### config.mk
export PLATFORM = sky130hd
export DESIGN_NAME = i2c_register_read_master
export DESIGN_NICKNAME = d
export VERILOG_FILES = /design/src/i2crr_pkg.sv /design/src/i2c_register_read_master.sv /design/src/i2crr_phase_decode.sv
export SDC_FILE = /design/constraint.sdc
export NUM_CORES = 1
export LEC_CHECK = 0
export ABC_AREA = 1
export ABC_CLOCK_PERIOD_IN_PS = 6000
export BUFFER_PORTS_ARGS = -buffer_cell sky130_fd_sc_hd__buf_2
export CAP_MARGIN = 30
export CORE_UTILIZATION = 42
export DETAILED_ROUTE_END_ITERATION = 8
export SETUP_SLACK_MARGIN = 0.15
export SLEW_MARGIN = 40
export SYNTH_ARGS = -nofsm -noshare
export SYNTH_HDL_FRONTEND = slang
export SYNTH_HIERARCHICAL = 1
export SYNTH_SLANG_ARGS = --single-unit
### constraint.sdc
create_clock -name clk -period 6 [get_ports clk]
set_clock_uncertainty 0.1 [all_clocks]
set_input_delay 1.2 -clock clk [delete_from_list [all_inputs] [get_ports clk]]
set_output_delay 1.2 -clock clk [all_outputs]
set_load 0.05 [all_outputs]
### src/i2crr_pkg.sv
// shared constants and types for the i2c register read master
`default_nettype none

package i2crr_pkg;

    localparam int PHASE_W    = 7;
    localparam int OFF_W      = 5;
    localparam int CFG_IDX_W  = 2;
    localparam int CFG_DATA_W = 8;
    localparam int ADDR_W     = 7;
    localparam int BYTE_W     = 8;

    // interval boundaries of the transaction
    localparam logic [PHASE_W-1:0] P_ADDR_W     = 7'd3;
    localparam logic [PHASE_W-1:0] P_REG        = 7'd21;
    localparam logic [PHASE_W-1:0] P_RESTART    = 7'd39;
    localparam logic [PHASE_W-1:0] P_ADDR_R     = 7'd42;
    localparam logic [PHASE_W-1:0] P_READ       = 7'd60;
    localparam logic [PHASE_W-1:0] P_STOP       = 7'd78;
    localparam logic [PHASE_W-1:0] P_LAST       = 7'd79;

    localparam logic [OFF_W-1:0]   OFF_ACK      = 5'd16;

    localparam logic [CFG_IDX_W-1:0] REG_DEVICE_ADDRESS = 2'd0;
    localparam logic [CFG_IDX_W-1:0] REG_REGISTER_INDEX = 2'd1;

    localparam logic [ADDR_W-1:0]  DEVICE_ADDRESS_RST = 7'h10;
    localparam logic [BYTE_W-1:0]  REGISTER_INDEX_RST = 8'h01;

    typedef struct packed {
        logic scl;
        logic sda;
        logic sample;
    } bus_lvl_t;

endpackage

`default_nettype wire

### src/i2c_register_read_master.sv
// top level of the i2c register read master
`default_nettype none

// Each request is one bus delay interval and gives exactly one result: the
// SCL and SDA levels to drive in that interval, busy and done flags, and the
// last byte read. While the output register is empty or being emptied, one
// request is accepted every cycle; its result appears in the output register
// on the following cycle, and a new request is taken while that result waits.
// A read request while idle starts an 80-interval transaction (start, address
// with write bit, register index, repeated start, address with read bit,
// eight data bits with nack, stop); the phase counter advances once per
// accepted request, so a transaction spans 80 requests. Slave acks are not
// checked and clock stretching is not supported. Configuration writes are
// always ready; writes to an unknown index are dropped.
module i2c_register_read_master (
    input  wire logic                               clk,
    input  wire logic                               rst_n,
    input  wire logic                               in_valid,
    output logic                                    in_ready,
    input  wire logic                               read_request,
    input  wire logic                               sda_sample,
    output logic                                    out_valid,
    input  wire logic                               out_ready,
    output logic                                    scl_level,
    output logic                                    sda_level,
    output logic                                    busy_res,
    output logic                                    done_res,
    output logic [i2crr_pkg::BYTE_W-1:0]            read_byte,
    input  wire logic                               cfg_valid,
    output logic                                    cfg_ready,
    input  wire logic [i2crr_pkg::CFG_IDX_W-1:0]    cfg_index,
    input  wire logic [i2crr_pkg::CFG_DATA_W-1:0]   cfg_data
);
    import i2crr_pkg::*;

    logic [ADDR_W-1:0]  device_address_reg;
    logic [BYTE_W-1:0]  register_index_reg;
    logic [PHASE_W-1:0] phase_reg;
    logic               busy_reg;
    logic [BYTE_W-1:0]  shift_reg;
    logic [BYTE_W-1:0]  last_byte_reg;

    logic               out_valid_reg;
    logic               scl_reg;
    logic               sda_reg;
    logic               busy_res_reg;
    logic               done_reg;
    logic [BYTE_W-1:0]  read_byte_reg;

    logic               in_fire;
    logic               start;
    logic               busy_now;
    logic               last_phase;
    logic [PHASE_W-1:0] phase_cur;
    logic [BYTE_W-1:0]  shift_base;
    logic [BYTE_W-1:0]  shift_next;
    logic [BYTE_W-1:0]  last_byte_next;
    bus_lvl_t           lvl;

    assign in_ready  = !out_valid_reg || out_ready;
    assign in_fire   = in_valid && in_ready;
    assign cfg_ready = 1'b1;

    assign start      = !busy_reg && read_request;
    assign busy_now   = busy_reg || read_request;
    assign phase_cur  = start ? '0 : phase_reg;
    assign shift_base = start ? '0 : shift_reg;
    assign last_phase = (phase_cur == P_LAST);

    i2crr_phase_decode u_decode (
        .phase          (phase_cur),
        .device_address (device_address_reg),
        .register_index (register_index_reg),
        .lvl            (lvl)
    );

    assign shift_next     = lvl.sample ? {shift_base[BYTE_W-2:0], sda_sample} : shift_base;
    assign last_byte_next = (busy_now && last_phase) ? shift_next : last_byte_reg;

    always_ff @(posedge clk or negedge rst_n)
    begin
        if (!rst_n)
        begin
            device_address_reg <= DEVICE_ADDRESS_RST;
            register_index_reg <= REGISTER_INDEX_RST;
        end
        else if (cfg_valid && cfg_ready)
        begin
            unique case (cfg_index)
                REG_DEVICE_ADDRESS: device_address_reg <= cfg_data[ADDR_W-1:0];
                REG_REGISTER_INDEX: register_index_reg <= cfg_data[BYTE_W-1:0];
                default: ;
            endcase
        end
    end

    always_ff @(posedge clk or negedge rst_n)
    begin
        if (!rst_n)
        begin
            phase_reg     <= '0;
            busy_reg      <= 1'b0;
            shift_reg     <= '0;
            last_byte_reg <= '0;
            out_valid_reg <= 1'b0;
        end
        else
        begin
            if (in_fire)
            begin
                out_valid_reg <= 1'b1;
                if (busy_now)
                begin
                    shift_reg     <= shift_next;
                    last_byte_reg <= last_byte_next;
                    if (last_phase)
                    begin
                        busy_reg  <= 1'b0;
                        phase_reg <= '0;
                    end
                    else
                    begin
                        busy_reg  <= 1'b1;
                        phase_reg <= phase_cur + 7'd1;
                    end
                end
            end
            else if (out_ready)
            begin
                out_valid_reg <= 1'b0;
            end
        end
    end

    // result payload
    always_ff @(posedge clk)
    begin
        if (in_fire)
        begin
            scl_reg       <= busy_now ? lvl.scl : 1'b1;
            sda_reg       <= busy_now ? lvl.sda : 1'b1;
            busy_res_reg  <= busy_now;
            done_reg      <= busy_now && last_phase;
            read_byte_reg <= last_byte_next;
        end
    end

    assign out_valid = out_valid_reg;
    assign scl_level = scl_reg;
    assign sda_level = sda_reg;
    assign busy_res  = busy_res_reg;
    assign done_res  = done_reg;
    assign read_byte = read_byte_reg;

`ifndef NO_ASSERTIONS
    a_phase_idle: assert property (@(posedge clk) disable iff (!rst_n)
        !busy_reg |-> (phase_reg == '0))
        else $error("phase counter nonzero while idle");

    a_phase_range: assert property (@(posedge clk) disable iff (!rst_n)
        phase_reg <= P_LAST)
        else $error("phase counter past end of transaction");

    a_done_busy: assert property (@(posedge clk) disable iff (!rst_n)
        (out_valid && done_res) |-> (busy_res && scl_level && sda_level))
        else $error("done without final stop interval");

    a_done_ends: assert property (@(posedge clk) disable iff (!rst_n)
        (in_fire && busy_now && last_phase) |=> !busy_reg)
        else $error("transaction did not end after last interval");

    a_start_phase: assert property (@(posedge clk) disable iff (!rst_n)
        (in_fire && start) |=> (busy_reg && phase_reg == 7'd1))
        else $error("request while idle did not start transaction");
`endif

endmodule

`default_nettype wire

### src/i2crr_phase_decode.sv
// bus levels for one interval of the register read transaction
`default_nettype none

module i2crr_phase_decode (
    input  wire logic [i2crr_pkg::PHASE_W-1:0] phase,
    input  wire logic [i2crr_pkg::ADDR_W-1:0]  device_address,
    input  wire logic [i2crr_pkg::BYTE_W-1:0]  register_index,
    output i2crr_pkg::bus_lvl_t                lvl
);
    import i2crr_pkg::*;

    logic [PHASE_W-1:0] base;
    logic [PHASE_W-1:0] rel;
    logic [OFF_W-1:0]   off;
    logic [BYTE_W-1:0]  tx_byte;
    logic [2:0]         bit_idx;

    assign rel     = phase - base;
    assign off     = rel[OFF_W-1:0];
    assign bit_idx = 3'd7 - off[3:1];

    // first interval of the segment that holds the current phase
    always_comb
    begin
        if (phase < P_ADDR_W)
            base = '0;
        else if (phase < P_REG)
            base = P_ADDR_W;
        else if (phase < P_RESTART)
            base = P_REG;
        else if (phase < P_ADDR_R)
            base = P_RESTART;
        else if (phase < P_READ)
            base = P_ADDR_R;
        else if (phase < P_STOP)
            base = P_READ;
        else
            base = P_STOP;
    end

    always_comb
    begin
        tx_byte = {device_address, 1'b0};
        lvl.scl    = 1'b1;
        lvl.sda    = 1'b1;
        lvl.sample = 1'b0;
        if (phase < P_ADDR_W)
        begin
            lvl.scl = (off < 5'd2);
            lvl.sda = (off == 5'd0);
        end
        else if (phase < P_REG)
        begin
            tx_byte = {device_address, 1'b0};
            lvl.scl = off[0];
            lvl.sda = (off < OFF_ACK) ? tx_byte[bit_idx] : 1'b1;
        end
        else if (phase < P_RESTART)
        begin
            tx_byte = register_index;
            lvl.scl = off[0];
            lvl.sda = (off < OFF_ACK) ? tx_byte[bit_idx] : 1'b1;
        end
        else if (phase < P_ADDR_R)
        begin
            lvl.scl = (off < 5'd2);
            lvl.sda = (off == 5'd0);
        end
        else if (phase < P_READ)
        begin
            tx_byte = {device_address, 1'b1};
            lvl.scl = off[0];
            lvl.sda = (off < OFF_ACK) ? tx_byte[bit_idx] : 1'b1;
        end
        else if (phase < P_STOP)
        begin
            // data bits: scl high then low, sampled at end of high; then nack
            lvl.sda    = 1'b1;
            lvl.scl    = (off < OFF_ACK) ? ~off[0] : off[0];
            lvl.sample = (off < OFF_ACK) && !off[0];
        end
        else
        begin
            lvl.scl = 1'b1;
            lvl.sda = (phase != P_STOP);
        end
    end

endmodule

`default_nettype wire
==> impl_metrics.csv <==
group,metric,value,unit
sta,finalCritPeriodShare,0.862,
setup_path,cp_capture_type,"flop",
grt,grt.met1_usage,0.256,
clocking,numCtsBuffers,5,
detailed_routing,routed_via_density,4.89,
setup_path,timing_worst_setup_path_type,"in2reg",
status,outcome,"complete, no violations",
setup_path,max_stage_delay,520,ps
sta,maxClockFrequency,193,MHz
min_path,hp-start,"register_index_reg[6]",
power,cellPowerDensity,489,nW/um2
clocking,cts_max_level,2,
clocking,clock_insertion_delay_worst_skew,300,ps
detailed_routing,detail-route-antenna-nets,0,
grt,grt_overflow,0,
setup_path,cp.required,5970,ps
setup_path,critical-path-slowest-cell,"sky130_fd_sc_hd__nor2_1",
sta,timing.final.crit_period,5170,ps
detailed_routing,drt_iter0_drc,124,
setup_path,rr_startpoint,"busy_reg",
detailed_routing,detailroute.via_count,2566,
layout,multiInputGateArea,1480,um2
placed_design,detailed_place_hpwl,4670,um
synth,synth_area,3110,um2
synth,syn-num-nets,423,
detailed_routing,drt-wirelength-per-cell,12.1,um
layout,final_layout_size_suffix_gt1_frac,0.185,
setup_path,worst_r2r_path_depth,25,
placed_design,routability_congestion_estimate_from_global_placement,0.864,
synth,ys_async_sr_fraction,0.769,
synth,postSynthRegisterBits,52,
sta,final_hold_viol_count,0,
floorplanning,die_y,88.1,um
grt,gr-usage-met3,0.0349,
clocking,cts_sinks,52,
power,power.total,0.00167,W
layout,regArea,1360,um2
power,static-leakage-power,1.65,nW
sta,setup_violations,0,
synth,seq_area_frac_synth,0.438,
sta,final-max-slew-violation-count,0,
detailed_routing,firstDrtPassIters,4,
grt,first_pass_grt_wire_length,10900,um
clocking,cts-hold-fix-buffers,0,
grt,layer_with_the_highest_usage,"met2",
grt,maximum_number_of_pins_on_one_net_before_global_route_repair,41,
detailed_routing,drt-total-wl,6360,um
synth,synth.lib_cells_used.distinct,42,
grt,gr_usage_total,0.182,
clocking,cts_root_buffer,"sky130_fd_sc_hd__clkbuf_8",
flow_run,cap_viol_max_count,0,
floorplanning,die-width,88.1,um
clocking,clk_pin_slew_worst_paths,90,ps
layout,area.growth.synth_to_final,9.88,%
layout,design.final.nets,449,
layout,num-fill-cells,757,
setup_path,crit_start,"read_request",
placed_design,placement.io_buffers,30,
setup_path,worst-endpoint-arrival,5140,ps
clocking,clock_tree_from_tritoncts,"built",
synth,number_of_enable_type_register_cells_in_the_synthesized_netlist,12,
setup_path,crit-reg2reg-capture,"read_byte[7]",
synth,yosysWarningCount,6,
setup_path,reg2reg_setup_slack,1460,ps
min_path,whs_endpoint,"register_index_reg[6]",
sta,grt_setup_unrepaired,"no",
min_path,hold_path_class,"reg2reg",
sta,max-slew-margin-rel,0.560,
grt,antenna_found_initial,0,
layout,antenna_cells,0,
grt,grt.met2_usage,0.290,
clocking,cts_resized,0,
clocking,cts_buffer_depth,2,
setup_path,worst-path-buf-inv,8,
setup_path,crit_path_start_kind,"input port",
synth,synthCells,399,
sta,worstMarginPinSlew,658,ps
setup_path,path_delay_family,"simple AND/OR/NAND/NOR gates",
synth,yosys_most_used_dff,"sky130_fd_sc_hd__dfrtp_1",
synth,avgSynthCellArea,7.81,um2
min_path,hold_depth,2,
floorplanning,starting_utilization_of_the_core_area,0.432,
floorplanning,fp-row-count,31,
sta,tns,0,ps
detailed_routing,remaining_drc_errors,0,
floorplanning,die_area,7760,um2
floorplanning,core,7210,um2
setup_path,worst_path_max_fanout,11,
floorplanning,boundaryPins,32,
grt,vias_in_the_first_global_route,2290,
power,max-vdd-ir-drop,0.247,mV
clocking,number_of_setup_buffers_added_after_cts,0,
==> layer usage <==
layer,vias to the layer above,share of wire
met5,-,0
met4,0,0.0055
met1,1188,0.51
met3,2,0.034
met2,35,0.46
li1,1341,-
==> cell usage in the layout (no fill, tap or decap), types with 2 or more instances in the layout <==
cell | synthesis | final
sky130_fd_sc_hd__buf_2 | 4 | 29
sky130_fd_sc_hd__nor2_4 | 3 | 3
sky130_fd_sc_hd__o21ai_0 | 20 | 20
sky130_fd_sc_hd__nand2_4 | 3 | 3
sky130_fd_sc_hd__nor3_1 | 4 | 4
sky130_fd_sc_hd__dfrtp_1 | 38 | 38
sky130_fd_sc_hd__or2_2 | 6 | 6
sky130_fd_sc_hd__a21oi_1 | 8 | 8
sky130_fd_sc_hd__clkinv_1 | 2 | 2
sky130_fd_sc_hd__xor2_1 | 2 | 2
sky130_fd_sc_hd__buf_4 | 2 | 2
sky130_fd_sc_hd__dfstp_2 | 2 | 2
sky130_fd_sc_hd__nand2_1 | 108 | 108
sky130_fd_sc_hd__nor2_1 | 22 | 22
sky130_fd_sc_hd__edfxtp_1 | 12 | 12
sky130_fd_sc_hd__o211ai_1 | 11 | 11
sky130_fd_sc_hd__nand4_1 | 4 | 4
sky130_fd_sc_hd__nand3_1 | 36 | 36
sky130_fd_sc_hd__inv_2 | 10 | 10
sky130_fd_sc_hd__and2_1 | 8 | 8
sky130_fd_sc_hd__inv_1 | 43 | 43
sky130_fd_sc_hd__clkbuf_8 | 0 | 5
sky130_fd_sc_hd__nand3_2 | 4 | 4
sky130_fd_sc_hd__ha_1 | 6 | 6
sky130_fd_sc_hd__nand2_2 | 6 | 6
sky130_fd_sc_hd__o21ai_1 | 15 | 15
==> through the flow <==
step	utilization	std cells	area, um2	hold slack [ps]	setup slack (ps)
final	0.474	525	3420	390	825
after global routing	0.474	525	3420	405	402
after CTS	0.474	525	3420	393	843
after detailed placement	0.462	517	3330	368	533
after global placement	0.462	517	3330	361	615
after floorplan	-	399	3110	346	1080
==> cell usage after synthesis (all sizes together), types with 2 or more instances <==
cell | number | share of area
a21oi | 10 | 0.021
and2 | 9 | 0.018
buf | 8 | 0.016
clkbuf | 4 | 0.0048
clkinv | 2 | 0.0024
dfrtp | 38 | 0.31
dfstp | 2 | 0.017
edfxtp | 12 | 0.12
ha | 6 | 0.024
inv | 53 | 0.064
nand2 | 117 | 0.15
nand3 | 40 | 0.071
nand4 | 5 | 0.012
nor2 | 26 | 0.039
nor3 | 4 | 0.0064
o211ai | 11 | 0.027
o21ai | 35 | 0.056
or2 | 7 | 0.014
xor2 | 2 | 0.0056
==> worst max-delay path by stage <==
stage | cells past startpoint | end | slack, ps
after global routing | 29 | read_byte[7] | 400
final | 27 | read_byte[7] | 830
after floorplan | 28 | read_byte[3] | 1080
after CTS | 27 | read_byte[7] | 840
after detailed placement | 27 | read_byte[7] | 530
after global placement | 27 | read_byte[7] | 620
==> tightest hold or removal path: stages (launching register included) <==
cell,delay (ps)
sky130_fd_sc_hd__dfrtp_1,350
sky130_fd_sc_hd__nand2_1,50
sky130_fd_sc_hd__o21ai_0,60
==> report_power, final <==
part	internal, W	total (W)	switching [W]
sequential	0.000449	0.000493	0.0000434
combinational	0.000336	0.000979	0.000643
clock	0.0000833	0.000200	0.000117
==> kinds of logic (layout without fill, tap and decap cells) <==
group	after synthesis	after routing	share of synthesized area
AND/OR/NAND/NOR	210	210	0.323
buffers and inverters	67	94	0.0872
other	1	1	0.00120
AO/OA/AOI/OAI	59	59	0.110
XOR/XNOR	2	2	0.00563
flip-flops	52	52	0.438
adder cells (fa/ha/maj)	7	7	0.0305
multiplexers	1	1	0.00362
==> area by class of cell <==
cell class | instances | share of cell area
clock inverters | 2 | 0.00475
inverters | 55 | 0.0603
multi-input cells | 280 | 0.432
clock buffers | 6 | 0.0212
flip-flops and latches | 52 | 0.399
repair buffers | 31 | 0.0468
well taps | 99 | 0.0362
Power figures use the tool's default switching activity.
